$ cat src/bav_pkg.sv
// shared types, constants and functions of the bech32 address validator
package bav_pkg;

    localparam logic [6:0]  C_MIN_ADDR_LEN = 7'd14;
    localparam logic [6:0]  C_MAX_ADDR_LEN = 7'd90;
    localparam logic [6:0]  C_CNT_SAT      = 7'd127;
    localparam logic [5:0]  C_BYTE_SAT     = 6'd63;
    localparam logic [5:0]  C_PROG_MIN     = 6'd2;
    localparam logic [5:0]  C_PROG_MAX     = 6'd40;
    localparam logic [5:0]  C_PROG_V0_A    = 6'd20;
    localparam logic [5:0]  C_PROG_V0_B    = 6'd32;
    localparam logic [4:0]  C_VERSION_MAX  = 5'd16;
    localparam logic [2:0]  C_DELAY_DEPTH  = 3'd6;
    localparam logic [2:0]  C_MAX_PENDING  = 3'd3;
    localparam logic [7:0]  C_SEP_CHAR     = 8'h31;

    localparam logic [29:0] C_POLY_INIT    = 30'd1;
    localparam logic [29:0] C_BECH32M      = 30'h2bc830a3;
    // polymod state after the hrp expansion of "bc" has been fed from reset
    localparam logic [29:0] C_HRP_POLY     = 30'h2318043;

    localparam logic [29:0] C_GEN [5] = '{
        30'h3b6a57b2, 30'h26508e6d, 30'h1ea119fa, 30'h3d4233dd, 30'h2a1462b3
    };

    typedef enum logic [3:0] {
        E_OK        = 4'd0,
        E_LENGTH    = 4'd1,
        E_MIXED     = 4'd2,
        E_PREFIX    = 4'd3,
        E_BAD_CHAR  = 4'd4,
        E_CHECKSUM  = 4'd5,
        E_VERSION   = 4'd6,
        E_PADDING   = 4'd7,
        E_PROG_LEN  = 4'd8
    } t_err;

    // one classified character handed from front to back
    typedef struct packed {
        logic [6:0] pos;
        logic       hrp_bad;
        logic       sym_bad;
        logic       lower;
        logic       upper;
        logic [4:0] sym;
        logic       last;
    } t_word;

    // one polymod step over a 5-bit symbol
    function automatic logic [29:0] poly_feed(input logic [29:0] s, input logic [4:0] v);
        logic [4:0]  top;
        logic [29:0] r;
        top = s[29:25];
        r   = {s[24:0], v};
        for (int k = 0; k < 5; k++) begin
            if (top[k]) begin
                r = r ^ C_GEN[k];
            end
        end
        return r;
    endfunction

    // expected prefix character at positions 0..2
    function automatic logic [7:0] hrp_char(input logic [1:0] p);
        logic [7:0] c;
        unique case (p)
            2'd0:    c = 8'h62;
            2'd1:    c = 8'h63;
            default: c = C_SEP_CHAR;
        endcase
        return c;
    endfunction

    // bech32 alphabet lookup: {valid, symbol}
    function automatic logic [5:0] sym_lookup(input logic [7:0] c);
        logic [5:0] r;
        unique case (c)
            8'h71: r = {1'b1, 5'd0};
            8'h70: r = {1'b1, 5'd1};
            8'h7a: r = {1'b1, 5'd2};
            8'h72: r = {1'b1, 5'd3};
            8'h79: r = {1'b1, 5'd4};
            8'h39: r = {1'b1, 5'd5};
            8'h78: r = {1'b1, 5'd6};
            8'h38: r = {1'b1, 5'd7};
            8'h67: r = {1'b1, 5'd8};
            8'h66: r = {1'b1, 5'd9};
            8'h32: r = {1'b1, 5'd10};
            8'h74: r = {1'b1, 5'd11};
            8'h76: r = {1'b1, 5'd12};
            8'h64: r = {1'b1, 5'd13};
            8'h77: r = {1'b1, 5'd14};
            8'h30: r = {1'b1, 5'd15};
            8'h73: r = {1'b1, 5'd16};
            8'h33: r = {1'b1, 5'd17};
            8'h6a: r = {1'b1, 5'd18};
            8'h6e: r = {1'b1, 5'd19};
            8'h35: r = {1'b1, 5'd20};
            8'h34: r = {1'b1, 5'd21};
            8'h6b: r = {1'b1, 5'd22};
            8'h68: r = {1'b1, 5'd23};
            8'h63: r = {1'b1, 5'd24};
            8'h65: r = {1'b1, 5'd25};
            8'h36: r = {1'b1, 5'd26};
            8'h6d: r = {1'b1, 5'd27};
            8'h75: r = {1'b1, 5'd28};
            8'h61: r = {1'b1, 5'd29};
            8'h37: r = {1'b1, 5'd30};
            8'h6c: r = {1'b1, 5'd31};
            default: r = 6'd0;
        endcase
        return r;
    endfunction

endpackage

$ cat src/bav_in_if.sv
// character channel: one address byte per word
interface bav_in_if;
    logic       valid;
    logic       ready;
    logic [7:0] char_byte;
    logic       last_char;

    modport source (output valid, output char_byte, output last_char, input ready);
    modport sink   (input valid, input char_byte, input last_char, output ready);
endinterface

$ cat src/bav_out_if.sv
// verdict channel: one result per address
interface bav_out_if;
    logic       valid;
    logic       ready;
    logic       address_valid;
    logic [3:0] error_code;
    logic [4:0] witness_version;
    logic [5:0] program_bytes;

    modport source (output valid, output address_valid, output error_code,
                    output witness_version, output program_bytes, input ready);
    modport sink   (input valid, input address_valid, input error_code,
                    input witness_version, input program_bytes, output ready);
endinterface

$ cat src/bav_front.sv
// front end: accepts characters, tracks position and classifies each one
module bav_front (
    input  logic          i_clk,
    input  logic          i_rst_n,
    bav_in_if.sink        i_char,
    input  logic          i_full,
    output logic          o_push,
    output bav_pkg::t_word o_word
);
    import bav_pkg::*;

    logic [6:0] r_pos;
    logic [6:0] n_pos;
    logic [7:0] w_lc;
    logic [5:0] w_look;
    logic       w_is_upper;
    logic       w_is_lower;
    logic       w_in_hrp;

    assign i_char.ready = !i_full;
    assign o_push       = i_char.valid && !i_full;

    always_comb begin
        w_is_lower = (i_char.char_byte >= 8'h61) && (i_char.char_byte <= 8'h7a);
        w_is_upper = (i_char.char_byte >= 8'h41) && (i_char.char_byte <= 8'h5a);
        w_lc       = w_is_upper ? (i_char.char_byte + 8'h20) : i_char.char_byte;
        w_look     = sym_lookup(w_lc);
        w_in_hrp   = (r_pos < 7'd3);

        o_word.pos     = r_pos;
        o_word.lower   = w_is_lower;
        o_word.upper   = w_is_upper;
        o_word.last    = i_char.last_char;
        o_word.hrp_bad = w_in_hrp ? (w_lc != hrp_char(r_pos[1:0])) : (w_lc == C_SEP_CHAR);
        o_word.sym_bad = !w_in_hrp && (w_lc != C_SEP_CHAR) && !w_look[5];
        o_word.sym     = (!w_in_hrp && w_look[5]) ? w_look[4:0] : 5'd0;
    end

    always_comb begin
        n_pos = r_pos;
        if (o_push) begin
            if (i_char.last_char) begin
                n_pos = 7'd0;
            end else if (r_pos != C_CNT_SAT) begin
                n_pos = r_pos + 7'd1;
            end
        end
    end

    always_ff @(posedge i_clk) begin
        if (!i_rst_n) begin
            r_pos <= 7'd0;
        end else begin
            r_pos <= n_pos;
        end
    end
endmodule

$ cat src/bav_fifo.sv
// two-entry queue of classified words between front and back
module bav_fifo (
    input  logic           i_clk,
    input  logic           i_rst_n,
    input  logic           i_push,
    input  bav_pkg::t_word i_word,
    output logic           o_full,
    input  logic           i_pop,
    output bav_pkg::t_word o_word,
    output logic           o_avail
);
    import bav_pkg::*;

    t_word      r_mem [2];
    logic       r_wr_ptr;
    logic       r_rd_ptr;
    logic [1:0] r_count;
    logic [1:0] n_count;

    assign o_full  = (r_count == 2'd2);
    assign o_avail = (r_count != 2'd0);
    assign o_word  = r_mem[r_rd_ptr];

    always_comb begin
        n_count = r_count;
        if (i_push && !i_pop) begin
            n_count = r_count + 2'd1;
        end else if (i_pop && !i_push) begin
            n_count = r_count - 2'd1;
        end
    end

    always_ff @(posedge i_clk) begin
        if (i_push) begin
            r_mem[r_wr_ptr] <= i_word;
        end
    end

    always_ff @(posedge i_clk) begin
        if (!i_rst_n) begin
            r_wr_ptr <= 1'b0;
            r_rd_ptr <= 1'b0;
            r_count  <= 2'd0;
        end else begin
            r_count <= n_count;
            if (i_push) begin
                r_wr_ptr <= !r_wr_ptr;
            end
            if (i_pop) begin
                r_rd_ptr <= !r_rd_ptr;
            end
        end
    end
endmodule

$ cat src/bav_back.sv
// back end: polymod, checksum delay line, bit converter and verdict register
module bav_back (
    input  logic           i_clk,
    input  logic           i_rst_n,
    input  bav_pkg::t_word i_word,
    input  logic           i_avail,
    output logic           o_pop,
    bav_out_if.source      o_verdict
);
    import bav_pkg::*;

    logic [29:0]     r_poly,  n_poly;
    logic            r_lower, n_lower;
    logic            r_upper, n_upper;
    logic            r_pbad,  n_pbad;
    logic            r_cbad,  n_cbad;
    logic [4:0]      r_ver,   n_ver;
    logic [5:0][4:0] r_delay, n_delay;
    logic [2:0]      r_fill,  n_fill;
    logic [11:0]     r_acc,   n_acc;
    logic [3:0]      r_bits,  n_bits;
    logic [5:0]      r_bytes, n_bytes;

    logic            r_out_valid, n_out_valid;
    logic            r_out_ok,    n_out_ok;
    t_err            r_out_err,   n_out_err;
    logic [4:0]      r_out_ver,   n_out_ver;
    logic [5:0]      r_out_bytes, n_out_bytes;

    logic [3:0]      w_bits5;
    logic [6:0]      w_len;
    logic [11:0]     w_mask;
    logic [29:0]     w_target;
    t_err            w_err;

    assign o_verdict.valid           = r_out_valid;
    assign o_verdict.address_valid   = r_out_ok;
    assign o_verdict.error_code      = r_out_err;
    assign o_verdict.witness_version = r_out_ver;
    assign o_verdict.program_bytes   = r_out_bytes;

    always_comb begin
        o_pop = i_avail && (!i_word.last || !r_out_valid || o_verdict.ready);

        n_poly  = r_poly;
        n_lower = r_lower;
        n_upper = r_upper;
        n_pbad  = r_pbad;
        n_cbad  = r_cbad;
        n_ver   = r_ver;
        n_delay = r_delay;
        n_fill  = r_fill;
        n_acc   = r_acc;
        n_bits  = r_bits;
        n_bytes = r_bytes;

        n_out_valid = r_out_valid && !o_verdict.ready;
        n_out_ok    = r_out_ok;
        n_out_err   = r_out_err;
        n_out_ver   = r_out_ver;
        n_out_bytes = r_out_bytes;

        w_bits5  = r_bits + 4'd5;
        w_len    = 7'd0;
        w_mask   = 12'd0;
        w_target = C_POLY_INIT;
        w_err    = E_OK;

        if (o_pop) begin
            n_lower = r_lower | i_word.lower;
            n_upper = r_upper | i_word.upper;
            n_pbad  = r_pbad  | i_word.hrp_bad;
            n_cbad  = r_cbad  | i_word.sym_bad;

            if (i_word.pos == 7'd2) begin
                n_poly = C_HRP_POLY;
            end else if (i_word.pos > 7'd2) begin
                n_poly = poly_feed(r_poly, i_word.sym);
            end

            if (i_word.pos == 7'd3) begin
                n_ver = i_word.sym;
            end else if (i_word.pos > 7'd3) begin
                // the delay line holds back the six checksum symbols
                if (r_fill >= C_DELAY_DEPTH) begin
                    n_acc = {r_acc[6:0], r_delay[5]};
                    if (w_bits5 >= 4'd8) begin
                        n_bits = w_bits5 - 4'd8;
                        if (r_bytes != C_BYTE_SAT) begin
                            n_bytes = r_bytes + 6'd1;
                        end
                    end else begin
                        n_bits = w_bits5;
                    end
                end else begin
                    n_fill = r_fill + 3'd1;
                end
                n_delay = {r_delay[4:0], i_word.sym};
            end

            if (i_word.last) begin
                w_len    = (i_word.pos == C_CNT_SAT) ? C_CNT_SAT : (i_word.pos + 7'd1);
                w_mask   = (12'd1 << n_bits) - 12'd1;
                w_target = (n_ver == 5'd0) ? C_POLY_INIT : C_BECH32M;
                priority if (w_len < C_MIN_ADDR_LEN || w_len > C_MAX_ADDR_LEN) begin
                    w_err = E_LENGTH;
                end else if (n_lower && n_upper) begin
                    w_err = E_MIXED;
                end else if (n_pbad) begin
                    w_err = E_PREFIX;
                end else if (n_cbad) begin
                    w_err = E_BAD_CHAR;
                end else if (n_poly != w_target) begin
                    w_err = E_CHECKSUM;
                end else if (n_ver > C_VERSION_MAX) begin
                    w_err = E_VERSION;
                end else if (n_bits >= 4'd5 || (n_acc & w_mask) != 12'd0) begin
                    w_err = E_PADDING;
                end else if (n_bytes < C_PROG_MIN || n_bytes > C_PROG_MAX ||
                             (n_ver == 5'd0 && n_bytes != C_PROG_V0_A &&
                              n_bytes != C_PROG_V0_B)) begin
                    w_err = E_PROG_LEN;
                end else begin
                    w_err = E_OK;
                end

                n_out_valid = 1'b1;
                n_out_ok    = (w_err == E_OK);
                n_out_err   = w_err;
                n_out_ver   = n_ver;
                n_out_bytes = n_bytes;

                // back to the reset state for the next address
                n_poly  = C_POLY_INIT;
                n_lower = 1'b0;
                n_upper = 1'b0;
                n_pbad  = 1'b0;
                n_cbad  = 1'b0;
                n_ver   = 5'd0;
                n_delay = '0;
                n_fill  = 3'd0;
                n_acc   = 12'd0;
                n_bits  = 4'd0;
                n_bytes = 6'd0;
            end
        end
    end

    always_ff @(posedge i_clk) begin
        if (!i_rst_n) begin
            r_poly      <= C_POLY_INIT;
            r_lower     <= 1'b0;
            r_upper     <= 1'b0;
            r_pbad      <= 1'b0;
            r_cbad      <= 1'b0;
            r_ver       <= 5'd0;
            r_delay     <= '0;
            r_fill      <= 3'd0;
            r_acc       <= 12'd0;
            r_bits      <= 4'd0;
            r_bytes     <= 6'd0;
            r_out_valid <= 1'b0;
        end else begin
            r_poly      <= n_poly;
            r_lower     <= n_lower;
            r_upper     <= n_upper;
            r_pbad      <= n_pbad;
            r_cbad      <= n_cbad;
            r_ver       <= n_ver;
            r_delay     <= n_delay;
            r_fill      <= n_fill;
            r_acc       <= n_acc;
            r_bits      <= n_bits;
            r_bytes     <= n_bytes;
            r_out_valid <= n_out_valid;
        end
    end

    always_ff @(posedge i_clk) begin
        r_out_ok    <= n_out_ok;
        r_out_err   <= n_out_err;
        r_out_ver   <= n_out_ver;
        r_out_bytes <= n_out_bytes;
    end
endmodule

$ cat src/bech32_address_validator_core.sv
// top level of the streaming bech32 / bech32m segwit address validator
//
//  channel     dir  word                                   handshake
//  i_char      in   char_byte[7:0], last_char              valid / ready
//  o_verdict   out  address_valid, error_code[3:0],        valid / ready
//                   witness_version[4:0], program_bytes[5:0]
//
// one character per cycle sustained while the queue has room; the polymod step in the back end sets the pace
// a verdict is registered: the last character goes through the queue, then the back end loads the verdict register,
// once the words still queued ahead of it have been handled
// synchronous active-low reset empties the queue and the verdict register, no clearing pass
// a stalled verdict holds; the front keeps taking characters until the two-word queue fills
module bech32_address_validator_core (
    input  logic       i_clk,
    input  logic       i_rst_n,
    bav_in_if.sink     i_char,
    bav_out_if.source  o_verdict
);
    import bav_pkg::*;

    // front to queue
    t_word w_push_word;
    logic  w_push;
    logic  w_full;

    // queue to back
    t_word w_pop_word;
    logic  w_pop;
    logic  w_avail;

    // position tracking and per-character classification
    bav_front u_front (
        .i_clk   (i_clk),
        .i_rst_n (i_rst_n),
        .i_char  (i_char),
        .i_full  (w_full),
        .o_push  (w_push),
        .o_word  (w_push_word)
    );

    // decouples the front from a stalled verdict
    bav_fifo u_fifo (
        .i_clk   (i_clk),
        .i_rst_n (i_rst_n),
        .i_push  (w_push),
        .i_word  (w_push_word),
        .o_full  (w_full),
        .i_pop   (w_pop),
        .o_word  (w_pop_word),
        .o_avail (w_avail)
    );

    // checksum, conversion and final verdict
    bav_back u_back (
        .i_clk     (i_clk),
        .i_rst_n   (i_rst_n),
        .i_word    (w_pop_word),
        .i_avail   (w_avail),
        .o_pop     (w_pop),
        .o_verdict (o_verdict)
    );
endmodule

$ cat src/flat_wrapper.sv
// flat-port wrapper written by rule: the top's interface ports become plain ports
module bech32_address_validator_core_flat import bav_pkg::*;
  (i_clk, i_rst_n, i_char_valid, i_char_char_byte, i_char_last_char, i_char_ready, o_verdict_valid, o_verdict_address_valid, o_verdict_error_code, o_verdict_witness_version, o_verdict_program_bytes, o_verdict_ready);
  bav_in_if i_char_i ();
  bav_out_if o_verdict_i ();
  input  logic i_clk;
  input  logic i_rst_n;
  input wire logic [$bits(i_char_i.valid)-1:0] i_char_valid;
  input wire logic [$bits(i_char_i.char_byte)-1:0] i_char_char_byte;
  input wire logic [$bits(i_char_i.last_char)-1:0] i_char_last_char;
  output wire logic [$bits(i_char_i.ready)-1:0] i_char_ready;
  output wire logic [$bits(o_verdict_i.valid)-1:0] o_verdict_valid;
  output wire logic [$bits(o_verdict_i.address_valid)-1:0] o_verdict_address_valid;
  output wire logic [$bits(o_verdict_i.error_code)-1:0] o_verdict_error_code;
  output wire logic [$bits(o_verdict_i.witness_version)-1:0] o_verdict_witness_version;
  output wire logic [$bits(o_verdict_i.program_bytes)-1:0] o_verdict_program_bytes;
  input wire logic [$bits(o_verdict_i.ready)-1:0] o_verdict_ready;
  assign i_char_i.valid = i_char_valid;
  assign i_char_i.char_byte = i_char_char_byte;
  assign i_char_i.last_char = i_char_last_char;
  assign i_char_ready = i_char_i.ready;
  assign o_verdict_valid = o_verdict_i.valid;
  assign o_verdict_address_valid = o_verdict_i.address_valid;
  assign o_verdict_error_code = o_verdict_i.error_code;
  assign o_verdict_witness_version = o_verdict_i.witness_version;
  assign o_verdict_program_bytes = o_verdict_i.program_bytes;
  assign o_verdict_i.ready = o_verdict_ready;
  bech32_address_validator_core u_core (.i_clk(i_clk), .i_rst_n(i_rst_n), .i_char(i_char_i), .o_verdict(o_verdict_i));
endmodule
$ cat config.mk
export PLATFORM = sky130hd
export DESIGN_NAME = bech32_address_validator_core_flat
export DESIGN_NICKNAME = d
export VERILOG_FILES = /design/src/bav_pkg.sv /design/src/bav_in_if.sv /design/src/bav_out_if.sv /design/src/bav_front.sv /design/src/bav_fifo.sv /design/src/bav_back.sv /design/src/bech32_address_validator_core.sv /design/src/flat_wrapper.sv
export SDC_FILE = /design/constraint.sdc
export NUM_CORES = 1
export LEC_CHECK = 0
export ABC_AREA = 1
export ABC_CLOCK_PERIOD_IN_PS = 9700
export BUFFER_PORTS_ARGS = -buffer_cell sky130_fd_sc_hd__buf_2
export CAP_MARGIN = 0
export CORE_UTILIZATION = 30
export CTS_CLUSTER_DIAMETER = 80
export DETAILED_ROUTE_END_ITERATION = 10
export GPL_TIMING_DRIVEN = 0
export SLEW_MARGIN = 20
export SYNTH_ARGS = -nofsm -noshare
export SYNTH_HDL_FRONTEND = slang
export SYNTH_SLANG_ARGS = --single-unit
$ cat constraint.sdc
create_clock -name i_clk -period 9.7 [get_ports i_clk]
set_clock_uncertainty 0.15 [all_clocks]
set_input_delay 0.485 -clock i_clk [delete_from_list [all_inputs] [get_ports i_clk]]
set_output_delay 0.485 -clock i_clk [all_outputs]
set_load 0.05 [all_outputs]
* Word-level counts from Yosys, hierarchy flattened
Memories as Yosys holds them, arrays and structs flattened. A register that Yosys moved wholly into a read port is not among the register bits.
Cells that the tools add are included.
Widths: inputs -> output; s select.
** Operators by class
- Muxes and demuxes :: 80
- Reduce and logical (&&, ||, !) cells :: 41
- Shifts and indexed selects :: 1
- Eq/ne operators :: 15
- Add/subtract/negate cells :: 10
- Bitwise gates (word level) :: 10
- $lt $le $gt $ge :: 15
** Operator list (number)
- $mux 30 :: 24
- $mux 4 :: 16
- $mux 12 :: 5
- $mux 6 :: 8
- $ne 30x30->1 :: 1
- $mux 29 :: 1
- $mux 7 :: 3
- $mux 5 :: 4
- $not 18->18 :: 1
- $not 17->17 :: 1
- $ge 8x7->1 const B :: 2
- $le 8x7->1 const B :: 2
- $not 16->16 :: 1
- $add 7x1->7 const B :: 2
- $eq 7x2->1 const B :: 2
- $gt 7x2->1 const B :: 2
- $not 14->14 :: 1
- $pmux 7 s2 :: 1
- $logic_and 1x1->1 :: 13
- $not 13->13 :: 1
- $and 12x12->12 :: 1
- $mux 3 :: 4
- $ne 6x6->1 const B :: 2
- $reduce_bool 12->1 :: 1
- other kinds (40) :: 73
** Storage, ports and cells
- Register bits :: 122
- Output and inout bits :: 18
- Bits of input ports :: 13
- Word-level logic and storage cells :: 199
- Memories :: 2
- Bits in read-only memories :: 768
- RAM bits :: 34
** Memories
- (name not given) :: words 128, bits a word 6, read ports 1, clocked after Yosys merged registers in 0, wr ports 0, RTL line bav_pkg.sv:77 : unique case (c)
- u_core.u_fifo.r_mem :: words 2, bits a word 17, read ports 1, clocked after Yosys merged registers in 1, wr ports 1, RTL line bav_fifo.sv:14 : t_word r_mem [2];

* Longest topological paths before layout
Gate-level depths: netlist of the first run.
- Depth after elaboration :: 34
- Mapped depth :: 28
- Mapped depth without buffers :: 27

* Hierarchy
From an unflattened synthesis of the first run, not the netlist that was laid out.
** Second synthesis, totals
- Cells, all modules :: 1315
- Area, all modules :: 9486.6 µm²
** Modules (own cells, without submodules)
- bav_back :: times used 1, cells an instance 1013, area each 6653.9 µm², seq. area each 2362.3 µm²
- bav_fifo :: times used 1, cells an instance 88, area each 1508.9 µm², seq. area each 1121.1 µm²
- bav_front :: times used 1, cells an instance 214, area each 1323.8 µm², seq. area each 140.1 µm²

* Worst setup path before layout of the first run
OpenSTA, ideal clock, no wires.
- Path kind :: register -> register
- From :: register with a tool-made name
- To :: register u_core.u_back.r_out_ok, in the netlist u_core.u_back.o_verdict.address_valid (data pin)
- Buffers on the path :: 1
- Required time :: 9.298 ns
- Cell stages (with the launch flop) :: 26
- Clock period less this slack :: 3.230 ns
- Library setup time :: 0.252 ns
- Data arrival time :: 2.829 ns
- Setup slack :: 6.470 ns
- Cell sequence :: dfxtp_1 -> buf_6 -> inv_8 -> nand2_1 -> nand2_2 -> ha_1 -> inv_1 -> nand3_4 -> nand3_4 -> nand2_1 -> nand2_1 -> nand2_1 -> inv_2 -> nand3_1 -> ha_1 -> inv_1 -> a21oi_1 -> nand3_1 -> nor2_1 -> nand2_1 -> nor2_1 -> nand4_1 -> inv_1 -> nand3_1 -> nand3_1 -> nor2_1
** RTL lines
- to (signal assigned) :: RTL line bav_back.sv:180 : r_out_ok <= n_out_ok;
- to (decl) :: RTL line bav_back.sv:25 : logic r_out_ok, n_out_ok;

==> run summary, run 1 <==
The run finished with clean final reports. The run gives 7 as the first-pass iteration count of the detailed router. Yosys attributes the largest share of cell area to sky130_fd_sc_hd__dfxtp_1 (22%), sky130_fd_sc_hd__nand2_1 (19%), sky130_fd_sc_hd__edfxtp_1 (16%). The worst setup path is launched from a flop. After the last flow step, the layout net total stands at 1448. After detailed routing, the total wire length is 26.6 mm.

After clock tree synthesis, the clock-pin slew on the worst setup and hold paths is 0.07 ns. The top cell types in the final layout, fill and taps aside, are sky130_fd_sc_hd__nand2_1 (479), sky130_fd_sc_hd__inv_1 (131), sky130_fd_sc_hd__a21oi_1 (114). Setup repair after global routing left no endpoint under its margin. Synthesis produced a netlist with a net count of 1398. By startpoint and endpoint, the worst setup path is classified as reg2reg. The final number of setup-violating endpoints is 0.

The number of antenna violations at the first check in global routing came out at 1. The run gives 5.94 ns as the slack of the critical path. The number of gates resized after CTS was 0.

The growth of design area from synthesis to finish is 13.6%, and the netlist area before placement is 0.00945 mm². After floorplanning, the core was divided into 64 placement rows. Measured along the x axis, the die boundary spans 179 µm. During placement, the flow inserted port buffers numbering 29.

For the pin with the worst max-slew slack, the measured transition is 0.910 ns. The run gives 0.166 as the total global-route track usage. The number of antenna diodes in the final layout is 0. The sequential fraction of the synthesis area came out at 0.379. The final number of max-transition violations is 0, and the post-synthesis sequential element count is 154.

The initial core utilization is 0.307. The fraction of synthesized cell area in xor and xnor cells was 0.0408. The tools report the data required time of the critical path as 9.75 ns. The logs give 0 for the number of violations of the max-capacitance limit and 1793 for the post-placement cell count. The number of top-level pins was 31. For the total number of H-tree levels, the log shows 4. The logs give 0.0107 mm² for the final design instance area without fill and 3.80 ns for the arrival time reported for the critical path endpoint. After synthesis, the largest family of logic cells by area is simple AND/OR/NAND/NOR gates. The count of antenna-violating nets left after detailed routing was 0; the ratio of total power to cell area was 260 mW/mm². Adding up every negative setup slack in the final design gives 0 ns. The placed instances occupy a cell area of 0.0101 mm². The largest total area in the synthesized netlist belongs to sky130_fd_sc_hd__dfxtp_1. The area fraction of the dominant cell type after synthesis came out at 0.220. Via total after detailed routing: 8885.

The mean number of vias per cell was 4.87; the clock network latency to the later pin of the worst-skew pair was 0.44 ns. Counting I/O delays and the setup requirement, the final critical path takes 3.76 ns. The highest achievable clock rate came out at 266 MHz. The cell count after synthesis came out at 1366. The fraction of synthesized area in multiplexers is 0.00106, and the worst slack on hold paths is 0.0980 ns.

The post-place setup slack was 5.95 ns; the total global routing overflow was 0. In this run the vertical extent of the chip is 179 µm. The run gives 0 as the number of hold-slack violations in the final timing report. The first global-routing pass estimated 43.1 mm of wire. The total design power is 2.79 mW, and the largest voltage drop on the vdd net is 0.142 mV. In this run, the number of DRC markers left after iteration 0 of detailed routing was 632. Post-CTS repair timing setup buffer count: 0. STA classifies the critical path endpoint as a flop.

Yosys mapped the design onto 51 distinct sky130hd cell types. Once layout is complete, the cells apart from fillers number 1825. After detailed routing, the number of remaining DRC violations is 0. The tools report the pin count of the biggest net entering global routing as 19.

Worst hold path class: in2reg. The logs give 2 for the buffer depth of the longest clock path and 154 for the CTS sink count. The global placer's final weighted congestion was 0.903.

The via count of the first global-routing pass is 8285, and the fraction of layout cells with a size suffix above 1 is 0.109. The placed wire-length estimate is 19.8 mm. The tools report the total of hold buffers inserted after clock tree synthesis as 0.

The leading cell type in the layout, fill and taps excluded was sky130_fd_sc_hd__nand2_1. The detailed-route wire length per cell came out at 14.6 µm. The final core utilization was 0.348; the worst relative slew slack was 0.392.

The tools report the leakage power as 4.61 nW. The root buffer cell was sky130_fd_sc_hd__clkbuf_16. TritonCTS built the clock tree. The standard cell core area is 0.0308 mm², and the share of synthesized cell area in full adder, half adder and majority cells is 0.0252. The simple logic cell fraction of the synthesized area came out at 0.352. Dividing the synthesized area by the synthesized cell count gives 6.92 µm².

For the area enclosed by the die boundary, the log shows 0.0322 mm². The run gives 0 as the number of synthesis warnings. The post-route clock period utilization is 0.387, and the highest fanout seen on the critical path is 10.

TritonCTS created 17 clock buffers. The compound-cell area share of the yosys netlist came out at 0.112.
==> synthesized netlist by cell type, drive strengths merged <==
master and number:
a32oi 5, o31ai 2, clkinv 2, and2 1, dfxtp 104, nor3b 1
o2111ai 2, nand2 497, nand3 89, o211ai 8, clkbuf 23, ha 19
o21ai 40, o22ai 6, a211oi 4, nor3 13, a31oi 2, inv 142
buf 33, nand3b 11, o221ai 2, edfxtp 50, a21boi 1, mux2i 1
nor4 3, xor2 21, nor2 109, nand4 26, xnor2 23, a21oi 116
or2 9, a31o 1
==> cell type report <==
cell class	count	area, µm²
clock inverter	14	168
inverter	144	549
tap	396	495
clock buffer	18	439
timing repair buffer	31	175
multi-input combinational	1012	5020
fill	3241	20100
sequential	154	3580
buffer	56	305
==> cells by family after synthesis <==
family,count (synthesis)
compound gates,189
simple gates,759
flops,154
xor+xnor,44
mux,1
buf+inv,200
fa+ha+maj,19
==> metal layers <==
metal  GRT usage  up-vias  wire [µm]
met5           0        -         13
met4      0.0607        2        588
met3      0.0233       38       1140
met2       0.285      183      12600
met1       0.213     4142      12200
li1            -     4520          -
==> state kept, by name (all words and copies together) (netlist names), 2 cells and up, named ones only <==
| name | cells |
|---|---|
| u_core.u_fifo.r_mem | 34 |
| u_core.u_back.r_delay | 30 |
| u_core.u_back.r_poly | 30 |
| u_core.u_back.r_acc | 9 |
| u_core.u_front.r_pos | 7 |
| u_core.u_back.o_verdict.program_bytes | 6 |
| u_core.u_back.r_bytes | 6 |
| u_core.u_back.o_verdict.witness_version | 5 |
| u_core.u_back.r_ver | 5 |
| u_core.u_back.o_verdict.error_code | 4 |
| u_core.u_back.r_bits | 4 |
| u_core.u_back.r_fill | 3 |
| u_core.u_fifo.r_count | 2 |
==> critical path, stage by stage, from the launching register on <==
cell                      delay (ns)
sky130_fd_sc_hd__dfxtp_1        0.33
sky130_fd_sc_hd__buf_6          0.15
sky130_fd_sc_hd__inv_8          0.06
sky130_fd_sc_hd__nand2_1        0.07
sky130_fd_sc_hd__nand2_2        0.11
sky130_fd_sc_hd__inv_1          0.08
sky130_fd_sc_hd__ha_1           0.22
sky130_fd_sc_hd__a21oi_1        0.10
sky130_fd_sc_hd__nor2_4         0.34
sky130_fd_sc_hd__nand2_4        0.10
sky130_fd_sc_hd__inv_2          0.16
sky130_fd_sc_hd__buf_4          0.21
sky130_fd_sc_hd__nand2_1        0.07
sky130_fd_sc_hd__nand3_1        0.26
sky130_fd_sc_hd__nand3_1        0.12
sky130_fd_sc_hd__nor2_1         0.09
sky130_fd_sc_hd__nand2_1        0.07
sky130_fd_sc_hd__nor2_1         0.14
sky130_fd_sc_hd__nand3_1        0.18
sky130_fd_sc_hd__nor2_2         0.18
sky130_fd_sc_hd__nand2_1        0.07
sky130_fd_sc_hd__nand2_1        0.06
sky130_fd_sc_hd__nand2_1        0.06
sky130_fd_sc_hd__nand3_1        0.07
sky130_fd_sc_hd__nor2_1         0.05
==> power by group <==
| part | switching, mW | internal (mW) | total (mW) | leakage, nW |
|---|---|---|---|---|
| combinational | 0.927 | 0.364 | 1.29 | 2.99 |
| sequential | 0.0447 | 0.768 | 0.813 | 1.32 |
| clock | 0.326 | 0.356 | 0.682 | 0.298 |
==> final timing paths <==
| check | startpoint | to | slack [ns] | cells after the start |
|---|---|---|---|---|
| min reg2reg | u_core.u_back.r_upper | u_core.u_back.r_upper | 0.30 | 2 |
| min | i_char_last_char | u_core.u_fifo.r_mem[0][0] | 0.1 | 1 |
| max | flop | u_core.u_back.o_verdict.address_valid | 5.94 | 24 |
| max reg2reg | flop | u_core.u_back.o_verdict.address_valid | 5.94 | 24 |
(Power assumes the default switching activity.)
==> inputs of run 2 (changes only) <==
ABC_CLOCK_PERIOD_IN_PS = 3650   (was 9700)
clock period = 3.65 ns   (was 9.7 ns; I/O delays follow)
==> run 2 against run 1 <==
Worst hold slack worse by 0.054 ns. Total power rose to 2.7 times the previous value. Clock-buffer cell count unchanged. Critical endpoint unchanged. Largest power group unchanged.
==> run summary, run 2 (synthesized netlist as in run 1, its figures left out) <==
Setup total negative slack on the finished layout was measured at 0 ns. In the layout the commonest cells are sky130_fd_sc_hd__nand2_1 (471), sky130_fd_sc_hd__inv_1 (130), sky130_fd_sc_hd__a21oi_1 (113). The fraction of layout cells with a size suffix above 1 is 0.130. The initial core utilization is 0.307, and the clock network latency to the later pin of the worst-skew pair is 0.44 ns. The analysis attributes to cell leakage a power of 4.72 nW. The logs give 0 for the number of hold-slack violations in the final timing report and 0.238 for the fraction of power consumed by the clock network. Detailed routing placed a total of 1.38 mm of wire on met3. Detailed placement finished with a half-perimeter wire length of 19.8 mm. The tools report the number of antenna violations at the first check in global routing as 0. The top register by number of flip-flops was u_core.u_fifo.r_mem.

The critical path goes through buf_6 -> inv_8 -> nand2_2 -> nand2_4 -> inv_1 -> ha_1 -> a21oi_2 -> nor2_4 -> nand2_4 -> inv_2 -> buf_4 -> nand2_1 -> nand3_1 -> nand3_1 -> nor2_1 -> nand2_1 -> nor2_1 -> nand3_1 -> nor2_2 -> nand2_1 -> nand2_1 -> nand2_1 -> nand3_1 -> nor2_1. Once placement finished, the instance area stood at 0.0101 mm². Global routing finished with a remaining overflow of 0.

The root buffer cell is sky130_fd_sc_hd__clkbuf_16. The analysis attributes to net switching a power of 3.51 mW. The logs give 12.1 mm for the routed length on met1 and 7 for the first-pass iteration count of the detailed router. The core region is 0.0308 mm².

The largest single stage delay on the critical path is 0.33 ns. For the total detailed-routing wirelength, the log shows 26.9 mm. The cell type group with the largest total delay on the critical path was simple AND/OR/NAND/NOR gates.

OpenSTA, run right after detailed placement, puts the worst setup slack at -0.0966 ns. The min-delay analysis places its worst path in the category in2reg. First-pass GRT wire length: 43.2 mm.

Signal routing reaches up to met4. The global placer's final weighted congestion came out at 0.903. The post-placement cell count is 1793, and the number of buffers inserted by port buffering is 29. The internal power of the cells totals 4.11 mW. The cell with the biggest individual delay on the critical path is sky130_fd_sc_hd__dfxtp_1.

The tools report the arrival time reported for the critical path endpoint as 3.48 ns. The tightest hold path in the finished design has a slack of 0.0443 ns. The total design power is 7.63 mW. STA classifies the critical path endpoint as a flop. Clock-pin slew was measured on the worst setup and hold paths at 0.07 ns. In the routed design, unresolved DRC markers number 0.

Summing all non-filler instances in the final layout gives an area of 0.0110 mm². The final number of max-transition violations is 0, and the data required time of the critical path is 3.70 ns. The chip height was 179 µm.

Of all nets on the critical path, the largest fanout is 10. Number of buffers and inverters on the critical path: 5. The run gives 4 as the total number of H-tree levels.

The first routing iteration left 589 violations. The final core utilization is 0.357, and the ratio of total power to cell area is 694 mW/mm². Number of core rows: 64. STA classifies the critical path startpoint as a flop. At the pin with the least slew margin, the transition time is 0.903 ns. Most frequent cell on the critical path: sky130_fd_sc_hd__nand2_1. Setup repair after global routing could not meet its margin everywhere. The number of nets in the final layout came out at 1468. The number of antenna diodes in the final layout is 0. In this run the horizontal extent of the chip is 179 µm. In the post-route analysis, the smallest setup slack over all paths is 0.214 ns. The leading cell type in the layout, fill and taps excluded is sky130_fd_sc_hd__nand2_1.

The tools report the number of standard cells in the final layout excluding fillers as 1845. The tool flagged a number of max-cap violations equal to 0. The growth of design area from synthesis to finish was 16.3%; the via count of the first global-routing pass was 8313.

After detailed routing, the average wire length per cell comes to 14.6 µm. The number of flip-flops under the largest register name came out at 34. The run gives 0.167 as the total global-route track usage. The tools report the number of clock buffers inserted by TritonCTS as 17. The highest achievable clock rate was 291 MHz. The run gives 0 as the count of antenna-violating nets left after detailed routing. The critical path class is reg2reg.

The routed design could run at a clock period as short as 3.44 ns. The flow ran to the end, and the final reports show no timing, DRC or antenna violations. Combinational group share of total power: 0.479. Detailed routing placed a total of 12.8 mm of wire on met2. The largest voltage drop on the vdd net came out at 0.413 mV. Setup violations remaining at the end of the flow were counted as 0. The fraction of power spent switching nets was 0.461; the via total after detailed routing was 9043. The pin count of the biggest net entering global routing is 19. TritonCTS built the clock tree.

CTS sink count: 154. The worst relative slew slack was 0.397; the post-route clock period utilization was 0.941. In the final layout, the registers with the most flip-flops are u_core.u_fifo.r_mem x34, u_core.u_back.r_delay x30, u_core.u_back.r_poly x30. The sequential fraction of design power is 0.284, and the mean number of vias per cell is 4.90. The logs give 31 for the number of top-level pins and 0.0322 mm² for the area enclosed by the die boundary. The buffer depth of the longest clock path came out at 2.
## run 2: changes by cell type in the layout (fill, tap and decap cells not counted), moves of 3 or more
cell                            change
sky130_fd_sc_hd__nand2_4            +3
sky130_fd_sc_hd__nand2_2            +5
sky130_fd_sc_hd__buf_4             +15
sky130_fd_sc_hd__nand2_1            -8
sky130_fd_sc_hd__dlygate4sd3_1      +3
sky130_fd_sc_hd__buf_12             +3
## run 2: cell type report
type | instances | area (µm²)
repair buffers | 51 | 349
fillers | 3226 | 19800
clock inverters | 14 | 168
well taps | 396 | 495
flip-flops and latches | 154 | 3580
clock buffers | 18 | 439
inverters | 144 | 549
multi-input cells | 1012 | 5090
plain buffers | 56 | 325
## run 2: timing repair
item                                    CTS  global route
hold buffers                              3             0
pin swaps                                 2             7
gates cloned                              0             0
endpoints found under the hold margin     8             0
gates resized for setup                   1            27
endpoints found under the setup margin    2            16
buffers inserted                          2            15
## run 2: worst paths after layout
kind                              start                                    end  slack (ns)  cells after the start
hold reg to reg   u_core.u_back.r_upper                  u_core.u_back.r_upper        0.30                      2
setup reg to reg                   flop  u_core.u_back.o_verdict.address_valid        0.21                     24
hold / removal      i_char_char_byte[7]              u_core.u_fifo.r_mem[1][7]        0.04                      4
setup / recovery                   flop  u_core.u_back.o_verdict.address_valid        0.21                     24
## run 2: power groups by stage
| stage | registers (mW) | clock network [mW] | logic (mW) |
|---|---|---|---|
| after floorplan | 2.42 | 0 | 2.29 |
| after global placement | 2.20 | 0 | 3.38 |
| after detailed placement | 2.20 | 0 | 3.41 |
| after CTS | 2.16 | 1.84 | 3.44 |
| after global routing | 2.19 | 1.92 | 4.04 |
| final | 2.16 | 1.81 | 3.65 |
## run 2: per-layer routing
layer  GRT usage  vias up
met3      0.0219       36
met1       0.214     4189
met4      0.0617        0
met5           0        -
li1            -     4564
met2       0.285      254
## run 2: worst min-delay path, delay by kind of cell
family / cells / cell delay [ns]
AND/OR/NAND/NOR: 2 / 0.14
buffers and inverters: 2 / 0.12
==> inputs of run 3 (changes only) <==
CORE_UTILIZATION = 63   (was 30)
PLACE_DENSITY = 0.81   (was unset)
==> run 3 against run 2 <==
Global-route usage increased by 16 points. Critical path type unchanged. Register-to-register slack worse by 0.06 ns. Sequential power about the same. Cell area decreased by 3.6%. Largest cell class unchanged. Sequential share of layout area is 1.2 points higher. First-iteration DRC count grew 61%. Worst hold slack better by 0.0015 ns. Flip-flop and latch count is the same. Die area decreased by 52%. Cell count is 12% lower. Highest routed layer unchanged. Non-clock buffer count down 10. Total power fell by 2.5%.
==> run summary, run 3 (synthesized netlist as in run 1, its figures left out) <==
Clock input transition at the sequential cells of the worst setup and hold paths: 0.07 ns. The later pin in the worst-skew pair is clocked with a latency of 0.44 ns. For this run, the detailed router's first-pass iteration total came to 8. The run finished with clean final reports. For the number of antenna violations at the first check in global routing, the log shows 0. The number of nets in the final layout was 1458.

The final route contains 9224 vias. Mean number of vias per cell: 5.68. The arrival time reported for the critical path endpoint was 3.55 ns. Entering global routing, the biggest net connects 19 pins. Total global-route track usage: 0.326. In this run the cell area measured after placement is 0.00985 mm². For this run, design rule violations remaining after detail routing come to 0.

The largest registers in the layout are u_core.u_fifo.r_mem x34, u_core.u_back.r_delay x30, u_core.u_back.r_poly x30. The analysis attributes to cell leakage a power of 4.65 nW. Critical path startpoint category: a flop. The first global-routing pass estimated 40.4 mm of wire.

The via count of the first global-routing pass was 8293; the worst relative slew slack was 0.383. The die is 124 µm tall. The number of clock buffers inserted by TritonCTS was 17; the buffer depth of the longest clock path was 2. The worst setup path is of the reg2reg kind. The slack of the critical path was 0.150 ns; the sequential fraction of design power was 0.291. Setup violations remaining at the end of the flow were counted as 0.

The post-place setup slack is -0.0488 ns, and the actual slew at the worst max-slew pin is 0.925 ns. The register with the most flip-flops in the layout has 34 of them. The count of antenna-violating nets left after detailed routing was 0; the growth of design area from synthesis to finish was 12.1%. The repair_antennas step left the layout with diodes totalling 0. The width of the die works out to 124 µm.

The worst hold path belongs to the class in2reg. Setup repair after global routing left no endpoint under its margin. Internal power comes to 4.00 mW. The switching power total is 3.44 mW, and the time the final worst path needs with I/O delays and setup is 3.50 ns. In this run the clock root is driven by a sky130_fd_sc_hd__clkbuf_16.

The tool flagged a number of max-cap violations equal to 0. The number of hold-slack violations in the final timing report is 0, and the total detailed-routing wirelength is 25.2 mm. The fraction of power spent switching nets works out to 0.462. For this block, the initial DRC count from the detailed router was 949.

Global routing finished with a remaining overflow of 0. The largest voltage drop on the vdd net is 0.404 mV, and the ratio of total power to cell area is 702 mW/mm². The wire-length estimate of the detail-placed layout is 18.3 mm. The floorplan step defined a die boundary enclosing 0.0155 mm². Routability-driven placement finished with a final weighted congestion of 0.975. After routing the design area is 0.0106 mm². The CTS sink count is 154.

In this run the tool buffered the top-level ports with 29 buffer cells. The detailed-route wire length per cell came out at 15.5 µm. The fraction of power consumed by the clock network came out at 0.233.

The top register by number of flip-flops is u_core.u_fifo.r_mem. The fraction of layout cells with a size suffix above 1 is 0.124. The post-route clock period utilization works out to 0.959.

The logs give 4 for the total number of H-tree levels and 31 for the number of top-level pins. The highest fanout seen on the critical path is 10, and the initial core utilization is 0.648. TritonCTS built the clock tree.

The standard cell core area is 0.0146 mm². After floorplanning, the core was divided into 44 placement rows. Timing would allow up to 286 MHz. Data required time of the critical path: 3.70 ns. The kind of end point of the critical path was a flop. The final number of max-transition violations is 0, and the combinational group share of total power is 0.475. Leaving out fill and tap cells, the most frequent cells in the layout are sky130_fd_sc_hd__nand2_1 (471), sky130_fd_sc_hd__inv_1 (129), sky130_fd_sc_hd__a21oi_1 (113). Leaving out fill and tap cells, the most frequent cell in the layout is sky130_fd_sc_hd__nand2_1.
-- run 3: final timing paths --
path              cells past startpoint             startpoint                                    end  slack (ns)
hold / removal                        4    i_char_char_byte[7]              u_core.u_fifo.r_mem[0][7]        0.05
hold reg to reg                       2  u_core.u_back.r_lower                  u_core.u_back.r_lower        0.30
setup / recovery                     23                   flop  u_core.u_back.o_verdict.address_valid        0.15
setup reg to reg                     23                   flop  u_core.u_back.o_verdict.address_valid        0.15
-- run 3: power by group through the flow --
stage               Clock [mW]  Combinational (mW)  Sequential [mW]
floorplan                    0                2.29             2.42
global placement             0                3.28             2.19
detailed placement           0                3.32             2.20
CTS                       1.74                3.34             2.16
global route              1.82                3.85             2.19
finish                    1.74                3.54             2.17
-- run 3: final cells by class --
| cell class | count | area, µm² |
|---|---|---|
| inverter | 144 | 549 |
| buffer | 56 | 309 |
| multi-input combinational | 1012 | 5090 |
| fill | 1160 | 3990 |
| timing repair buffer | 41 | 260 |
| sequential | 154 | 3580 |
| clock buffer | 18 | 429 |
| tap | 184 | 230 |
| clock inverter | 14 | 148 |
-- run 3: what timing repair did --
item,in CTS,in global routing
hold buffers,3,0
endpoints found under the setup margin,2,26
hold endpoints to repair,8,0
resized for setup,1,21
pin swaps,2,7
buffers inserted,0,7
gates cloned,0,1
-- run 3: critical path: stages, from the launching register on --
cell                      delay (ns)
sky130_fd_sc_hd__dfxtp_2        0.32
sky130_fd_sc_hd__buf_6          0.13
sky130_fd_sc_hd__inv_8          0.08
sky130_fd_sc_hd__nand2_2        0.07
sky130_fd_sc_hd__nand2_4        0.12
sky130_fd_sc_hd__inv_1          0.06
sky130_fd_sc_hd__ha_1           0.24
sky130_fd_sc_hd__a21oi_2        0.17
sky130_fd_sc_hd__nor2_4         0.08
sky130_fd_sc_hd__nand2_4        0.08
sky130_fd_sc_hd__buf_2          0.26
sky130_fd_sc_hd__o21ai_0        0.26
sky130_fd_sc_hd__nand3_2        0.16
sky130_fd_sc_hd__nand3_1        0.09
sky130_fd_sc_hd__nor2_1         0.10
sky130_fd_sc_hd__nand2_1        0.08
sky130_fd_sc_hd__nor2_1         0.14
sky130_fd_sc_hd__nand3_1        0.16
sky130_fd_sc_hd__nor2_2         0.19
sky130_fd_sc_hd__nand2_1        0.07
sky130_fd_sc_hd__nand2_1        0.06
sky130_fd_sc_hd__nand2_1        0.06
sky130_fd_sc_hd__nand3_1        0.07
sky130_fd_sc_hd__nor2_1         0.04
-- run 3: metrics by stage --
step | hold WS, ns | TNS (ns) | cells | power (mW) | utilization
2_1_floorplan | 0.131 | 0 | 1366 | 4.70 | -
3_3_place_gp | 0.246 | -0.0486 | 1579 | 5.47 | 0.674
3_5_place_dp | 0.246 | -0.0891 | 1580 | 5.51 | 0.675
4_1_cts | 0.0352 | 0 | 1615 | 7.24 | 0.717
5_1_grt | 0.0750 | 0 | 1623 | 7.86 | 0.726
6_report | 0.0458 | 0 | 1623 | 7.44 | 0.726
-- run 3: metal layers --
metal	track usage	part of all wire
met4	0.149	0.035
met1	0.416	0.41
met5	0	0
met3	0.0653	0.083
met2	0.532	0.47
